File: src/rtl/pointer_accel_position_tracker_defines.svh
// assertion macros for the pointer position tracker
// no dependencies; included by files that carry concurrent checks
`ifndef POINTER_ACCEL_POSITION_TRACKER_DEFINES_SVH
`define POINTER_ACCEL_POSITION_TRACKER_DEFINES_SVH

// same-cycle implication, checks off while reset is low
`define PAT_ASSERT_NOW(label, clk, rst_n, ante, cons) \
    label: assert property (@(posedge clk) disable iff (!rst_n) (ante) |-> (cons)) \
        else $error("pointer tracker check failed");

// next-cycle implication, checks off while reset is low
`define PAT_ASSERT_NEXT(label, clk, rst_n, ante, cons) \
    label: assert property (@(posedge clk) disable iff (!rst_n) (ante) |=> (cons)) \
        else $error("pointer tracker check failed");

`endif

File: src/rtl/pat_pkg.sv
// shared types and codes for the pointer position tracker
// no dependencies; used by pat_axis and pointer_accel_position_tracker
`timescale 1ns / 1ps

package pat_pkg;

    localparam int THRESH_BITS  = 15;
    localparam int SCALE_BITS   = 8;
    localparam int OP_BITS      = 3;
    localparam int STATUS_BITS  = 2;
    localparam int CFG_IDX_BITS = 3;

    typedef enum logic [OP_BITS-1:0] {
        OP_NONE    = 3'd0,
        OP_REL     = 3'd1,
        OP_ABS     = 3'd2,
        OP_BUTTONS = 3'd3,
        OP_ERROR   = 3'd4,
        OP_MOVE_TO = 3'd5,
        OP_RECLAMP = 3'd6
    } t_op;

    typedef enum logic [STATUS_BITS-1:0] {
        ST_NONE    = 2'd0,
        ST_CHANGED = 2'd1,
        ST_ERROR   = 2'd2
    } t_status;

    typedef enum logic [CFG_IDX_BITS-1:0] {
        CFG_MIN_X       = 3'd0,
        CFG_MIN_Y       = 3'd1,
        CFG_MAX_X       = 3'd2,
        CFG_MAX_Y       = 3'd3,
        CFG_THRESHOLD   = 3'd4,
        CFG_ACCEL_SCALE = 3'd5
    } t_cfg_idx;

    typedef struct packed {
        logic [THRESH_BITS-1:0] threshold;
        logic [SCALE_BITS-1:0]  scale;
    } t_accel_cfg;

endpackage

File: src/rtl/pat_axis.sv
// one axis of the position update: acceleration, add and clamp
// depends on pat_pkg (acceleration settings struct, widths)
`timescale 1ns / 1ps

module pat_axis #(
    parameter int COORD_BITS = 16
) (
    input  pat_pkg::t_accel_cfg    i_accel,
    input  logic                   i_rel,
    input  logic [COORD_BITS-1:0]  i_cur,
    input  logic [COORD_BITS-1:0]  i_move,
    input  logic [COORD_BITS-1:0]  i_min,
    input  logic [COORD_BITS-1:0]  i_max,
    output logic [COORD_BITS-1:0]  o_next
);

    localparam int TB = pat_pkg::THRESH_BITS;
    localparam int SB = pat_pkg::SCALE_BITS;
    localparam int CW = (COORD_BITS > TB) ? COORD_BITS : TB;
    localparam int PW = COORD_BITS + SB;
    localparam int AW = ((PW > TB) ? PW : TB) + 1;
    localparam int SW = AW + 2;

    logic                  w_neg;
    logic [COORD_BITS-1:0] w_mag;
    logic [CW-1:0]         w_mag_ext;
    logic [CW-1:0]         w_thr_ext;
    logic                  w_above;
    logic [CW-1:0]         w_excess;
    logic [PW-1:0]         w_prod;
    logic [AW-1:0]         w_acc_mag;
    logic signed [AW:0]    w_acc;
    logic signed [SW-1:0]  w_cur_ext;
    logic signed [SW-1:0]  w_move_ext;
    logic signed [SW-1:0]  w_min_ext;
    logic signed [SW-1:0]  w_max_ext;
    logic signed [SW-1:0]  w_target;
    logic signed [SW-1:0]  w_lo_clamped;
    logic signed [SW-1:0]  w_clamped;

    always_comb begin
        w_neg     = i_move[COORD_BITS-1];
        // magnitude of the most negative value still fits as unsigned
        w_mag     = w_neg ? (~i_move + 1'b1) : i_move;
        w_mag_ext = CW'(w_mag);
        w_thr_ext = CW'(i_accel.threshold);
        w_above   = w_mag_ext > w_thr_ext;
        w_excess  = w_mag_ext - w_thr_ext;
        w_prod    = PW'(w_excess[COORD_BITS-1:0]) * PW'(i_accel.scale);
        w_acc_mag = w_above ? (AW'(i_accel.threshold) + AW'(w_prod)) : AW'(w_mag);
        w_acc     = w_neg ? -$signed({1'b0, w_acc_mag}) : $signed({1'b0, w_acc_mag});

        w_cur_ext  = {{(SW-COORD_BITS){i_cur[COORD_BITS-1]}}, i_cur};
        w_move_ext = {{(SW-COORD_BITS){i_move[COORD_BITS-1]}}, i_move};
        w_min_ext  = {{(SW-COORD_BITS){i_min[COORD_BITS-1]}}, i_min};
        w_max_ext  = {{(SW-COORD_BITS){i_max[COORD_BITS-1]}}, i_max};

        w_target = i_rel ? (w_cur_ext + {w_acc[AW], w_acc}) : w_move_ext;

        // low bound first, then high bound, so max wins when min > max
        w_lo_clamped = (w_target < w_min_ext) ? w_min_ext : w_target;
        w_clamped    = (w_lo_clamped > w_max_ext) ? w_max_ext : w_lo_clamped;
        o_next       = w_clamped[COORD_BITS-1:0];
    end

endmodule

File: src/rtl/pointer_accel_position_tracker.sv
// pointer position tracker top level: stream ports, config registers, state
// depends on pat_pkg, pat_axis and pointer_accel_position_tracker_defines.svh
`timescale 1ns / 1ps

// Each item on the slave stream is one poll or command and yields exactly one
// result item on the master stream, in order. The block takes one item per
// clock cycle while the master side takes results. An accepted item waits in
// the input register until the result register is free; then its result is
// registered and on the master stream. The rate is set by the position update
// loop: the accelerated move, add and clamp of one item are combinational and
// go straight back into the position registers, so the next item sees them.
// While a result waits on the master side, the input register can still take
// one more item. After that the slave side stalls until the result is taken.
// Configuration writes are accepted every cycle and should only be issued
// while no item is in flight.

`include "pointer_accel_position_tracker_defines.svh"

module pointer_accel_position_tracker #(
    parameter int COORD_BITS  = 16,
    parameter int BUTTON_BITS = 3,
    localparam int CFG_BITS   = (COORD_BITS > pat_pkg::THRESH_BITS) ?
                                COORD_BITS : pat_pkg::THRESH_BITS,
    localparam int IN_BITS    = ((2*COORD_BITS + BUTTON_BITS + 7) / 8) * 8,
    localparam int OUT_BITS   = ((2*COORD_BITS + BUTTON_BITS + 1 + 7) / 8) * 8
) (
    input  logic                              i_clk,
    input  logic                              i_rst_n,

    input  logic                              i_cfg_valid,
    output logic                              o_cfg_ready,
    input  logic [pat_pkg::CFG_IDX_BITS-1:0]  i_cfg_index,
    input  logic [CFG_BITS-1:0]               i_cfg_data,

    input  logic                              i_s_axis_tvalid,
    output logic                              o_s_axis_tready,
    // move_x, move_y, new_buttons, zero pad
    input  logic [IN_BITS-1:0]                i_s_axis_tdata,
    // op
    input  logic [pat_pkg::OP_BITS-1:0]       i_s_axis_tuser,

    output logic                              o_m_axis_tvalid,
    input  logic                              i_m_axis_tready,
    // report_x, report_y, report_buttons, report_taken, zero pad
    output logic [OUT_BITS-1:0]               o_m_axis_tdata,
    // status
    output logic [pat_pkg::STATUS_BITS-1:0]   o_m_axis_tuser
);

    localparam int CB = COORD_BITS;
    localparam int BB = BUTTON_BITS;

    // configuration registers
    logic [CB-1:0]        r_min_x, r_min_y, r_max_x, r_max_y;
    pat_pkg::t_accel_cfg  r_accel;

    // input register
    logic                 r_in_valid;
    pat_pkg::t_op         r_in_op;
    logic [CB-1:0]        r_in_move_x, r_in_move_y;
    logic [BB-1:0]        r_in_buttons;

    // tracked state
    logic [CB-1:0]        r_cur_x, r_cur_y;
    logic [BB-1:0]        r_cur_buttons;
    logic                 r_pending;

    // result register
    logic                 r_out_valid;
    pat_pkg::t_status     r_out_status;
    logic                 r_out_taken;

    logic [CB-1:0]        n_cur_x, n_cur_y;
    logic [BB-1:0]        n_cur_buttons;
    logic                 n_pending;
    pat_pkg::t_status     n_status;
    logic                 n_taken;

    logic                 w_adv;
    logic                 w_fire;
    logic                 w_is_cmd;
    logic                 w_rel;
    logic [CB-1:0]        w_axis_move_x, w_axis_move_y;
    logic [CB-1:0]        w_next_x, w_next_y;
    logic                 w_pos_chg;
    logic                 w_btn_chg;

    assign o_cfg_ready = 1'b1;

    always_ff @(posedge i_clk) begin
        if (!i_rst_n) begin
            r_min_x         <= {1'b1, {(CB-1){1'b0}}};
            r_min_y         <= {1'b1, {(CB-1){1'b0}}};
            r_max_x         <= {1'b0, {(CB-1){1'b1}}};
            r_max_y         <= {1'b0, {(CB-1){1'b1}}};
            r_accel.threshold <= pat_pkg::THRESH_BITS'(5);
            r_accel.scale     <= pat_pkg::SCALE_BITS'(3);
        end else if (i_cfg_valid) begin
            case (pat_pkg::t_cfg_idx'(i_cfg_index))
                pat_pkg::CFG_MIN_X:       r_min_x <= i_cfg_data[CB-1:0];
                pat_pkg::CFG_MIN_Y:       r_min_y <= i_cfg_data[CB-1:0];
                pat_pkg::CFG_MAX_X:       r_max_x <= i_cfg_data[CB-1:0];
                pat_pkg::CFG_MAX_Y:       r_max_y <= i_cfg_data[CB-1:0];
                pat_pkg::CFG_THRESHOLD: begin
                    r_accel.threshold <= i_cfg_data[pat_pkg::THRESH_BITS-1:0];
                end
                pat_pkg::CFG_ACCEL_SCALE: begin
                    r_accel.scale <= i_cfg_data[pat_pkg::SCALE_BITS-1:0];
                end
                default: ;
            endcase
        end
    end

    // stream flow: the result register frees up when empty or taken
    assign w_adv           = !r_out_valid || i_m_axis_tready;
    assign w_fire          = r_in_valid && w_adv;
    assign o_s_axis_tready = !r_in_valid || w_adv;

    always_ff @(posedge i_clk) begin
        if (!i_rst_n) begin
            r_in_valid <= 1'b0;
        end else if (o_s_axis_tready) begin
            r_in_valid <= i_s_axis_tvalid;
        end
    end

    always_ff @(posedge i_clk) begin
        if (o_s_axis_tready && i_s_axis_tvalid) begin
            r_in_op      <= pat_pkg::t_op'(i_s_axis_tuser);
            r_in_move_x  <= i_s_axis_tdata[CB-1:0];
            r_in_move_y  <= i_s_axis_tdata[2*CB-1:CB];
            r_in_buttons <= i_s_axis_tdata[2*CB+BB-1:2*CB];
        end
    end

    assign w_is_cmd      = r_in_op inside {pat_pkg::OP_MOVE_TO, pat_pkg::OP_RECLAMP};
    assign w_rel         = (r_in_op == pat_pkg::OP_REL);
    // a reclamp is an absolute move to where the pointer already is
    assign w_axis_move_x = (r_in_op == pat_pkg::OP_RECLAMP) ? r_cur_x : r_in_move_x;
    assign w_axis_move_y = (r_in_op == pat_pkg::OP_RECLAMP) ? r_cur_y : r_in_move_y;

    pat_axis #(
        .COORD_BITS (CB)
    ) u_axis_x (
        .i_accel (r_accel),
        .i_rel   (w_rel),
        .i_cur   (r_cur_x),
        .i_move  (w_axis_move_x),
        .i_min   (r_min_x),
        .i_max   (r_max_x),
        .o_next  (w_next_x)
    );

    pat_axis #(
        .COORD_BITS (CB)
    ) u_axis_y (
        .i_accel (r_accel),
        .i_rel   (w_rel),
        .i_cur   (r_cur_y),
        .i_move  (w_axis_move_y),
        .i_min   (r_min_y),
        .i_max   (r_max_y),
        .o_next  (w_next_y)
    );

    assign w_pos_chg = (w_next_x != r_cur_x) || (w_next_y != r_cur_y);
    assign w_btn_chg = (r_in_buttons != r_cur_buttons);

    always_comb begin
        n_cur_x       = r_cur_x;
        n_cur_y       = r_cur_y;
        n_cur_buttons = r_cur_buttons;
        n_pending     = r_pending;
        n_status      = pat_pkg::ST_NONE;
        n_taken       = 1'b1;

        if (w_is_cmd) begin
            // commands apply even with a change pending; the next poll reports it
            if (w_pos_chg) begin
                n_cur_x   = w_next_x;
                n_cur_y   = w_next_y;
                n_pending = 1'b1;
            end
        end else if (r_pending) begin
            // report the old change, driver must resend this item
            n_pending = 1'b0;
            n_status  = pat_pkg::ST_CHANGED;
            n_taken   = 1'b0;
        end else begin
            case (r_in_op)
                pat_pkg::OP_ERROR: begin
                    n_status = pat_pkg::ST_ERROR;
                end
                pat_pkg::OP_REL, pat_pkg::OP_ABS: begin
                    n_cur_buttons = r_in_buttons;
                    n_cur_x       = w_next_x;
                    n_cur_y       = w_next_y;
                    if (w_btn_chg || w_pos_chg) begin
                        n_status = pat_pkg::ST_CHANGED;
                    end
                end
                pat_pkg::OP_BUTTONS: begin
                    n_cur_buttons = r_in_buttons;
                    if (w_btn_chg) begin
                        n_status = pat_pkg::ST_CHANGED;
                    end
                end
                default: ;
            endcase
        end
    end

    always_ff @(posedge i_clk) begin
        if (!i_rst_n) begin
            r_cur_x       <= '0;
            r_cur_y       <= '0;
            r_cur_buttons <= '0;
            r_pending     <= 1'b1;
            r_out_valid   <= 1'b0;
        end else begin
            if (w_adv) begin
                r_out_valid <= r_in_valid;
            end
            if (w_fire) begin
                r_cur_x       <= n_cur_x;
                r_cur_y       <= n_cur_y;
                r_cur_buttons <= n_cur_buttons;
                r_pending     <= n_pending;
            end
        end
    end

    always_ff @(posedge i_clk) begin
        if (w_fire) begin
            r_out_status <= n_status;
            r_out_taken  <= n_taken;
        end
    end

    // position and buttons in the result are the tracked state after the item
    assign o_m_axis_tvalid = r_out_valid;
    assign o_m_axis_tdata  = OUT_BITS'({r_out_taken, r_cur_buttons, r_cur_y, r_cur_x});
    assign o_m_axis_tuser  = r_out_status;

    `PAT_ASSERT_NOW(a_untaken_is_change, i_clk, i_rst_n,
        r_out_valid && !r_out_taken, r_out_status == pat_pkg::ST_CHANGED)
    `PAT_ASSERT_NEXT(a_poll_clears_pending, i_clk, i_rst_n,
        w_fire && !w_is_cmd, !r_pending)
    `PAT_ASSERT_NEXT(a_cmd_always_taken, i_clk, i_rst_n,
        w_fire && w_is_cmd, r_out_taken && r_out_status == pat_pkg::ST_NONE)

endmodule
File: config.mk
export PLATFORM = sky130hd
export DESIGN_NAME = pointer_accel_position_tracker
export DESIGN_NICKNAME = d
export VERILOG_FILES = /design/src/rtl/pat_pkg.sv /design/src/rtl/pat_axis.sv /design/src/rtl/pointer_accel_position_tracker.sv
export VERILOG_INCLUDE_DIRS = /design/src /design/src/rtl
export SDC_FILE = /design/constraint.sdc
export NUM_CORES = 1
export LEC_CHECK = 0
export BUFFER_PORTS_ARGS = -buffer_cell sky130_fd_sc_hd__buf_2
export CORE_MARGIN = 2
export CORE_UTILIZATION = 40
export DETAILED_ROUTE_END_ITERATION = 8
export PLACE_DENSITY_LB_ADDON = 0.3
export REMOVE_ABC_BUFFERS = 1
export SLEW_MARGIN = 40
export SYNTH_ARGS = -nofsm -noshare
export SYNTH_HDL_FRONTEND = slang
export SYNTH_SLANG_ARGS = --single-unit
File: constraint.sdc
create_clock -name i_clk -period 33.2 [get_ports i_clk]
set_input_delay 1.66 -clock i_clk [delete_from_list [all_inputs] [get_ports i_clk]]
set_output_delay 1.66 -clock i_clk [all_outputs]
set_load 0.005 [all_outputs]
# Yosys cells after proc, flatten, opt, wreduce, memory -nomap -nowiden
# Cells that the tools add are included.
# word_totals
ff_bits,166
input_bits,67
output_inout_bits,45
wordCells,109
# classes
add_sub_neg,10
n_mul,2
order_cmp,6
n_eq_ne,16
mux,29
n_bitwise,4
reduce_logical,23
# ops
cell,count
$mux W16,14
$mux W27,4
$add A16 B26 Y27,2
$gt A27 B16 Y1,2
$lt A27 B16 Y1,2
$mux W26,2
$neg A25 Y26,2
$add A15 B24 Y25,2
$mux W25,2
$mul A16 B8 Y24,2
$add A16 B1 Y16 const B,2
$gt A16 B15 Y1,2
$ne A16 B16 Y1,2
$not A16 Y16,2
$sub A16 B15 Y16,2
$eq A3 B3 Y1 const B,5
$reduce_and A2 Y1,7
$eq A3 B2 Y1 const B,4
$reduce_and A4 Y1,2
$eq A3 B1 Y1 const B,2
$mux W1,6
$pmux W2 S3,1
$logic_or A1 B1 Y1,4
$ne A2 B1 Y1 const B,2
8 further kinds,13

# Longest topological paths before layout
# depth
ltp_word,23
ltp_mapped,78
mapped_depth_nobuf,69

# Hierarchy
# Synthesis repeated with hierarchy kept, for this count alone.
# hier_totals
cells_unflattened,3380
hier_area_um2,27930.5
# by_module_without_submodules
mod,instances,cells_per_inst,area_per_inst_um2,seq_area_each_um2
pat_axis (u_axis_x),1,1286,10082.2,0.0
pat_axis (u_axis_y),1,1269,9999.6,0.0
pointer_accel_position_tracker,1,825,7848.8,3733.6

# Least setup slack after synthesis
# No wires, ideal clock.
# synth_path
path_type,reg2reg
start,register r_in_op[2]
end,register r_cur_y[10]
setup_time_ps,144
arrival_time_ps,15990
required_time_ps,33056
slack_ps,17066
stages_incl_launch_ff,73
path_buffers,11
synth_period_minus_slack_ps,16134
path_cell_list,edfxtp_1 > buf_6 > nand3b_1 > buf_6 > buf_6 > buf_4 > buf_2 > mux2i_1 > nor2_1 > xnor2_1 > ha_1 > a21o_1 > a21o_1 > a21oi_1 > nor2b_1 > o21a_1 > o31a_1 > o41ai_1 > [37 not listed] > clkbuf_1 > a21boi_0 > ha_1 > a2111oi_0 > o21ai_1 > a311oi_1 > nor4_1 > or4_1 > and2_1 > buf_2 > a31oi_1 > xor2_1 > nor4_1 > nand4_1 > or3_4 > buf_6 > a21oi_2 > a311oi_2
# synth_via
elab_chain_len,21
elab_cells_between_ends,51
classes_between,add/sub: 10; mul: 2; order compare: 6; eq/ne: 8; mux: 18; bitwise: 2; reduce/logical: 5
# synth_lines
element,line_no,rtl
start: declaration,pointer_accel_position_tracker.sv:59,pat_pkg::t_op r_in_op;
start signal: assignment,pointer_accel_position_tracker.sv:130,r_in_op <= pat_pkg::t_op'(i_s_axis_tuser);
$eq A3 B3 Y1,"pointer_accel_position_tracker.sv:137, pointer_accel_position_tracker.sv:140, pointer_accel_position_tracker.sv:141",
"$mux W16, on equally long branches","pointer_accel_position_tracker.sv:140, pointer_accel_position_tracker.sv:141",
$not A16 Y16,pat_axis.sv:44,w_mag = w_neg ? (~i_move + 1'b1) : i_move;
$add A16 B1 Y16,pat_axis.sv:44,
$mux W16,pat_axis.sv:44,
$sub A16 B15 Y16,pat_axis.sv:48,w_excess = w_mag_ext - w_thr_ext;
$mul A16 B8 Y24,pat_axis.sv:49,w_prod = PW'(w_excess[COORD_BITS-1:0]) * PW'(i_accel.scale);
$add A15 B24 Y25,pat_axis.sv:50,w_acc_mag = w_above ? (AW'(i_accel.threshold) + AW'(w_prod)) : AW'(w_mag);
[5 not listed],--,
$lt A27 B16 Y1,pat_axis.sv:61,w_lo_clamped = (w_target < w_min_ext) ? w_min_ext : w_target;
$mux W27,pat_axis.sv:61,
$gt A27 B16 Y1,pat_axis.sv:62,w_clamped = (w_lo_clamped > w_max_ext) ? w_max_ext : w_lo_clamped;
$mux W16,pat_axis.sv:62,
$ne A16 B16 Y1,pointer_accel_position_tracker.sv:167,assign w_pos_chg = (w_next_x != r_cur_x) || (w_next_y != r_cur_y);
$logic_or A1 B1 Y1,pointer_accel_position_tracker.sv:167,
$ne A2 B1 Y1 (no line),--,
$reduce_and A4 Y1 (no line),--,
end signal: assignment,pointer_accel_position_tracker.sv:227,r_cur_y <= n_cur_y;
end: declaration,pointer_accel_position_tracker.sv:64,"logic [CB-1:0] r_cur_x, r_cur_y;"
# Parallel ways exist; a longest one is shown, timed or not. The select of a mux whose other input is x is not followed.
# A chain may end at the register's enable or synchronous reset.

# Final worst setup path
# layout_path
start,register r_in_op[0]
end,register r_cur_x[14]
# layout_via
elab_chain_len,21
elab_cells_between_ends,51
classes_between,add/sub: 10; mul: 2; order compare: 6; eq/ne: 8; mux: 18; bitwise: 2; reduce/logical: 5
# layout_lines
element,line_no,rtl
$eq A3 B3 Y1,"pointer_accel_position_tracker.sv:137, pointer_accel_position_tracker.sv:140, pointer_accel_position_tracker.sv:141",
"$mux W16, on equally long branches","pointer_accel_position_tracker.sv:140, pointer_accel_position_tracker.sv:141",
$not A16 Y16,pat_axis.sv:44,
$add A16 B1 Y16,pat_axis.sv:44,
$mux W16,pat_axis.sv:44,
$sub A16 B15 Y16,pat_axis.sv:48,
$mul A16 B8 Y24,pat_axis.sv:49,
$add A15 B24 Y25,pat_axis.sv:50,
[5 not listed],--,
$lt A27 B16 Y1,pat_axis.sv:61,
$mux W27,pat_axis.sv:61,
$gt A27 B16 Y1,pat_axis.sv:62,
$mux W16,pat_axis.sv:62,
$ne A16 B16 Y1,pointer_accel_position_tracker.sv:167,
$logic_or A1 B1 Y1,pointer_accel_position_tracker.sv:167,
$ne A2 B1 Y1 (no line),--,
$reduce_and A4 Y1 (no line),--,
end signal: assignment,pointer_accel_position_tracker.sv:226,r_cur_x <= n_cur_x;
end: declaration,pointer_accel_position_tracker.sv:64,
# Parallel ways exist; a longest one is shown, timed or not. The select of a mux whose other input is x is not followed.

==> flow_summary.toml <==
[synthesis]
synth_area_leader_cell = "fa_1"
synthTopCellsByCount = "415 x nand2_1, 327 x inv_1, 288 x ha_1, 281 x a21oi_1, 212 x nor2_1"
synth-edff-count = 41
yosysMostFrequentCell = "nand2_1"
ys_ff_latch = 166
ys_warn_count = 0
syn_inst = 3411
synthArstFlopShare = 0
synth.yosys.seq_area_share = 0.137
synth_ff_type = "dfxtp_1"
netlist_area_um2 = 27200
avgSynthCellArea_um2 = 7.97
yosysUniqueCellTypes = 103
ys_top_cells_by_area = "fa_1 15%, ha_1 13%, dfxtp_1 9.2%"
synth_top_cell_area_share = 0.149

[drt]
drc = 0
ant_nets = 0
via_per_inst = 5.60
wirelength_mm = 78.6
dr.pass1.iters = 5
avgRoutedWirePerCell_um = 18.3
vias = 24028
dr.first_iter.drc_count = 1438

[pwr]
p_leak_nw = 13.2
ir_worst_vdd_mv = 0.0443
p_per_area_nw_per_um2 = 71.0

[timing]
clock-skew-final_ps = 10.6
clock.fmax_mhz = 51.6
rsz0062_at_grt = "false"
worst_pin_slew_ps = 878
tns_ps = 0
period_share = 0.584
whs_ps = 454
timing.slew.headroom = 0.414
setup_viol_count_final = 0
hold_violations = 0
fin_crit_ps = 19390
maxSlewViolCount = 0

[clock_tree]
cts_sinks = 166
clockBufferDepth = 2
clk_pin_slew_ps = 70
postCtsHoldBufs = 0
numCtsBuffers = 17
cts_tree = "done"
root_buffer = "clkbuf_16"
cts_max_level = 4
post_cts_buffers = 0
post_cts_resized = 0
clk_latency_ps = 450

[floorplan]
die_x_um = 265
start_util = 0.404
dieArea_um2 = 70100
ioPinCount = 112
row_count = 95
coreArea_um2 = 67300
die_h_um = 265

[global_routing]
grt.overflow.total = 0
grtUsageTotal = 0.224
grt_pass1_wl_mm = 126
grt_pass1_vias = 22963
grt_max_degree = 59
antenna_found_initial = 5

[setup_path]
cp-end-kind = "register"
slowest_stage = "edfxtp_1"
crit_type = "reg2reg"
crit_required_ps = 33560
crit_path_frequent_cell = "a21oi_1"
startpoint_type = "register"
critPathMaxStageDelay_ps = 660
cp_max_fo = 55
crit_arrival_ps = 19750

[run]
maxCapViolCount = 0

[status]
run_status = "finished clean"

[placement]
gp_congestion = 0.942
post-dp-hpwl_mm = 62.0
io_buffers = 101

[finish]
area_growth_pct = 6.36
drive_gt1_frac = 0.0808
final_nets = 3960
fillers = 6940

[min_path]
holdCritPathClass = "reg2reg"
## where the power goes
part	internal (mW)	switching (mW)	leakage, nW
Combinational	0.636	0.995	11.6
Sequential	0.216	0.0140	1.42
Clock	0.0962	0.0945	0.254
## cells by family (layout without fill, tap and decap cells)
kind of cell / after synthesis / in the layout / synth area share
buffers and inverters: 486 / 488 / 0.0720
and+or+nand+nor: 1133 / 1133 / 0.202
AOI/OAI and AO/OA: 833 / 833 / 0.205
xor gates and xnor gates: 218 / 218 / 0.0702
muxes: 83 / 83 / 0.0316
adders and majority gates: 490 / 490 / 0.281
DFF: 166 / 166 / 0.137
other: 2 / 6 / 0.000276
## path summary, 6_finish.rpt
kind | startpoint | to | slack [ps] | cells after the start
max | r_in_op[0] | r_cur_x[14] | 13810 | 69
min | r_accel[12] | r_accel[12] | 450 | 2
max reg2reg | r_in_op[0] | r_cur_x[14] | 13810 | 69
min reg2reg | r_accel[12] | r_accel[12] | 450 | 2
## cell type report
class,instances,area (um2),share of cell area
clock buffers,18,429,0.0148
inverters,329,1240,0.0428
well taps,873,1090,0.0378
multi-input cells,2762,21600,0.747
repair buffers,127,708,0.0245
flip-flops and latches,166,3730,0.129
diodes,1,2.50,0.0000866
clock inverters,14,100,0.00346
## state kept, by name, indices dropped and copies added (netlist names), 2 cells and up
| register | count |
|---|---|
| r_max_y | 16 |
| r_cur_y | 16 |
| r_cur_buttons | 3 |
| r_in_move_y | 16 |
| r_min_x | 16 |
| r_in_op | 3 |
| r_cur_x | 16 |
| r_accel | 23 |
| o_m_axis_tuser | 2 |
| r_min_y | 16 |
| r_max_x | 16 |
| r_in_buttons | 3 |
| r_in_move_x | 16 |
## per-layer routing
| metal | GRT usage | up-vias | routed length (um) |
|---|---|---|---|
| met1 | 0.320 | 11432 | 37200 |
| met4 | 0.0820 | 8 | 2900 |
| li1 | - | 11813 | - |
| met3 | 0.0228 | 121 | 3720 |
| met5 | 0 | - | 53 |
| met2 | 0.351 | 654 | 34700 |
## layout by cell type (no fill, tap or decap), types with 11 or more instances in the layout
cell / n
a21oi_1: 280
ha_1: 288
buf_2: 101
nor2b_1: 36
nor2_1: 209
and2_1: 174
buf_4: 25
or3_1: 18
mux2i_1: 66
nand4_1: 35
inv_1: 327
and3_1: 14
o22ai_1: 11
o31ai_1: 17
o21a_1: 27
a31oi_1: 41
xnor2_1: 138
a21oi_2: 22
a21o_1: 55
edfxtp_1: 41
nor4_1: 21
a211oi_1: 27
nand2_1: 414
nor3_1: 63
o21bai_1: 15
o21ai_0: 116
dfxtp_1: 124
o211ai_1: 54
xor2_1: 76
clkbuf_16: 17
a311oi_2: 11
fa_1: 202
nand2b_1: 26
o21ai_1: 16
nand3_1: 64
## worst max-delay path, delay by kind of cell (launching register included)
| kind | cells | cell delay (ps) |
|---|---|---|
| xor gates and xnor gates | 6 | 1600 |
| and+or+nand+nor | 14 | 2960 |
| DFF | 1 | 660 |
| adders and majority gates | 9 | 3640 |
| muxes | 1 | 570 |
| AOI/OAI and AO/OA | 30 | 7190 |
| buffers and inverters | 9 | 2580 |
## through the flow
| stage | worst slack, ps | power (mW) | instances | util | area [um2] |
|---|---|---|---|---|---|
| 3_3_place_gp | 13670 | 1.82 | 4256 | 0.421 | 28300 |
| 4_1_cts | 13820 | 2.04 | 4289 | 0.429 | 28900 |
| 3_5_place_dp | 13930 | 1.83 | 4257 | 0.421 | 28300 |
| 5_1_grt | 12410 | 2.27 | 4290 | 0.430 | 28900 |
| 2_1_floorplan | 14010 | 1.47 | 3257 | - | 26500 |
| 6_report | 13810 | 2.05 | 4290 | 0.430 | 28900 |
(Power assumes the default switching activity.)
